## src/design/swrm_ram.sv

```systemverilog
module swrm_ram #(
	parameter int WIDTH = 32,
	parameter int DEPTH = 16
) (
	input  logic                     clk,
	input  logic                     we,
	input  logic [$clog2(DEPTH)-1:0] waddr,
	input  logic [WIDTH-1:0]         wdata,
	input  logic [$clog2(DEPTH)-1:0] raddr,
	output logic [WIDTH-1:0]         rdata
);

	logic [WIDTH-1:0] mem_q [DEPTH];

	always_ff @(posedge clk) begin
		if (we) begin
			mem_q[waddr] <= wdata;
		end
		rdata <= mem_q[raddr];
	end

endmodule

```

## config.mk

```make
export PLATFORM = sky130hd
export DESIGN_NAME = swrm_ram
export DESIGN_NICKNAME = d
export VERILOG_FILES = /design/src/design/swrm_ram.sv
export SDC_FILE = /design/constraint.sdc
export NUM_CORES = 1
export LEC_CHECK = 0
export ABC_AREA = 1
export ABC_CLOCK_PERIOD_IN_PS = 2600
export BUFFER_PORTS_ARGS = -buffer_cell sky130_fd_sc_hd__buf_2
export CORE_MARGIN = 2
export CORE_UTILIZATION = 50
export CTS_CLUSTER_DIAMETER = 50
export DETAILED_ROUTE_END_ITERATION = 7
export HOLD_SLACK_MARGIN = 0.08
export MAX_ROUTING_LAYER = met4
export PLACE_DENSITY_LB_ADDON = 0.2
export REMOVE_ABC_BUFFERS = 1
export SLEW_MARGIN = 5
export SYNTH_ARGS = -nofsm -noshare
export SYNTH_HDL_FRONTEND = slang
export SYNTH_SLANG_ARGS = --single-unit
export TNS_END_PERCENT = 20
```

## constraint.sdc

```tcl
create_clock -name clk -period 2.6 [get_ports clk]
set_input_delay 0.26 -clock clk [delete_from_list [all_inputs] [get_ports clk]]
set_output_delay 0.26 -clock clk [all_outputs]
set_load 0.05 [all_outputs]
```

==> results.sh <==
export IMPL_fin_nets=2264
export IMPL_grt_pass1_wl_um=82240
export IMPL_seq_area_sq_mm=0.01602
export IMPL_antenna_found_initial=3
export IMPL_fillerInstances=3777
export IMPL_viasPerCell=5.103
export IMPL_grt_pass1_vias=14320
export IMPL_path_delay_family="flip-flops"
export IMPL_dieArea_sq_mm=0.04718
export IMPL_rsz0062_at_grt="false"
export IMPL_drc=0
export IMPL_synth_compound_area_share_pct=0
export IMPL_critPathMaxFanout=1
export IMPL_slew_viol_final=0
export IMPL_cts_buffers=57
export IMPL_synthCells=2120
export IMPL_synth_area_sq_mm=0.02273
export IMPL_yosys_area_share_simple_pct=20.00
export IMPL_drt_initial_drc_count=1421
export IMPL_endpoint_kind="output pin"
export IMPL_finClkSkew_ns=0.01701
export IMPL_max_slew_margin_pct=34.99
export IMPL_grt_overflow=0
export IMPL_antenna_left=0
export IMPL_drive_gt1_share_pct=9.872
export IMPL_power_per_cell_area_mw_per_mm2=741.9
export IMPL_slowest_delay_ns=0.41
export IMPL_required_ns=2.34
export IMPL_ir_worst_vdd_uv=467.8
export IMPL_finalSetupViolCount=0
export IMPL_ios=74
export IMPL_drt_pass1_iterations=5
export IMPL_die_x_um=217.2
export IMPL_grtUsageTotal_pct=23.71
export IMPL_drt_wl_total_um=53300
export IMPL_multi_input_area_sq_mm=0.004667
export IMPL_synth_mux_area_share_pct=0
export IMPL_grt_start_max_net_pins=129
export IMPL_synth_xor_area_share_pct=0
export IMPL_cts_max_level=2
export IMPL_cts_buffer_depth=3
export IMPL_fin_crit_sh_pct=60.79
export IMPL_cts_root_buf="clkbuf_16"
export IMPL_cp_slowest_cell="dfxtp_1"
export IMPL_worstSetupPathType="flip-flop to output pin"
export IMPL_final_min_clock_period_ns=1.580
export IMPL_crit_buf_inv=1
export IMPL_syn_area_per_cell_sq_um=10.72
export IMPL_gpl_final_weighted_congestion=0.8067
export IMPL_synth_fa_ha_area_share_pct=0
export IMPL_row_count=78
export IMPL_worst_pin_slew_ns=0.9737
export IMPL_port_buffers=73
export IMPL_cts_tree="done"
export IMPL_start_util_pct=50.41
export IMPL_hp_class="input pin to flip-flop"
export IMPL_outcome="completed"
export IMPL_startpoint_type="flip-flop"
export IMPL_ys_types=15
export IMPL_leakage_nw=11.09
export IMPL_via_count=14660
export IMPL_drv_cap=0
export IMPL_synth_top_family_by_area="simple AND/OR/NAND/NOR gates"
export IMPL_area_growth_pct=14.20
export IMPL_placeableCoreArea_sq_mm=0.04509
export IMPL_yosysWarnings=0
export IMPL_timing_fmax_mhz=632.7
export IMPL_hold_ws_ns=0.1143
export IMPL_wl_per_cell_um=18.56
export IMPL_critical_path_arrival_ns=1.32
export IMPL_crit_path_cell_trace="buf_2"
export IMPL_setup_tns_ns=0
export IMPL_synth_ff_latch_count=544
export IMPL_insertion_delay_ns=0.61
export IMPL_clk_pin_slew_ns=0.06
export IMPL_hold_violations=0
export IMPL_cts_sinks=544
export IMPL_die_y_um=217.2
export IMPL_ys_seq_area_share_pct=70.46
export IMPL_hpwl_um=28920
-- power breakdown --
part	internal [mW]	leakage, nW	total (mW)	switching (mW)
sequential	9.80	4.90	9.86	0.0618
combinational	0.360	5.28	1.37	1.01
clock	4.72	0.911	8.03	3.31
total	14.9	11.1	19.3	4.38
-- layer usage --
layer / part of all wire [%] / wire (um) / vias to the layer above / global-route usage (%)
met3: 7.0 / 3746 / 99 / 4.025
met5: 0 / 0 / - / -
met2: 46 / 24700 / 488 / 36.83
li1: - / - / 7049 / -
met4: 2.5 / 1346 / 0 / 7.603
met1: 44 / 23510 / 7021 / 32.11
-- area by class of cell --
type / instances / share of cell area, %
antenna: 3 / 0.02892
multi-input combinational: 1081 / 17.98
clock buffer: 74 / 5.856
clock inverter: 32 / 1.248
inverter: 390 / 5.668
sequential: 544 / 61.70
tap: 600 / 2.892
timing repair buffer: 148 / 4.632
-- metrics by stage --
stage	cell area, sq um	std cells	total power [mW]	setup slack (ns)	utilization (%)
2_1_floorplan	22030	2015	10.75	0.0009919	-
6_report	25960	2872	19.26	1.020	57.57
4_1_cts	25950	2869	19.40	1.011	57.56
5_1_grt	25960	2872	19.85	0.9963	57.57
3_3_place_gp	23810	2733	11.37	0.7604	52.80
3_5_place_dp	23810	2733	11.39	0.7227	52.80
-- synth_stat cells (all sizes together) --
cell type | count | area share, %
nand2 | 677 | 11
edfxtp | 512 | 68
inv | 390 | 6.5
nand3 | 385 | 8.5
buf | 91 | 2.9
dfxtp | 32 | 2.8
nor2 | 17 | 0.28
clkbuf | 14 | 0.23
nand3b | 2 | 0.066
-- cells by family (layout without fill, tap and decap cells) --
logic type	after synthesis	in the layout
buffers and inverters	495	644
DFF	544	544
other	0	3
and+or+nand+nor	1081	1081
-- worst paths after layout --
path,start,cells past startpoint,to,slack [ns]
max,rdata[24],1,rdata[24],1.02
min reg2reg,mem_q[10][26],6,rdata[26],0.64
max reg2reg,mem_q[3][20],6,rdata[20],1.52
min,wdata[8],1,mem_q[4][8],0.11
-- timing repair --
item | 4_1_cts | 5_1_grt
endpoints found under the hold margin | 429 | 0
gates resized for setup | 0 | 0
hold buffers | 30 | 0
setup buffers | 0 | 0
-- state kept, by name, summed over array words and instances (netlist names) --
signal / flops
mem_q: 512
rdata: 32
-- placed cells by master, fill, tap and decap left out, drive strengths merged --
cell,n
dfxtp,32
nand3b,2
inv,393
nor2,17
bufinv,6
clkbuf,75
nand3,385
clkinvlp,1
diode,3
edfxtp,512
dlygate4sd3,30
nand2,677
clkinv,22
buf,117
Power figures use the tool's default switching activity.
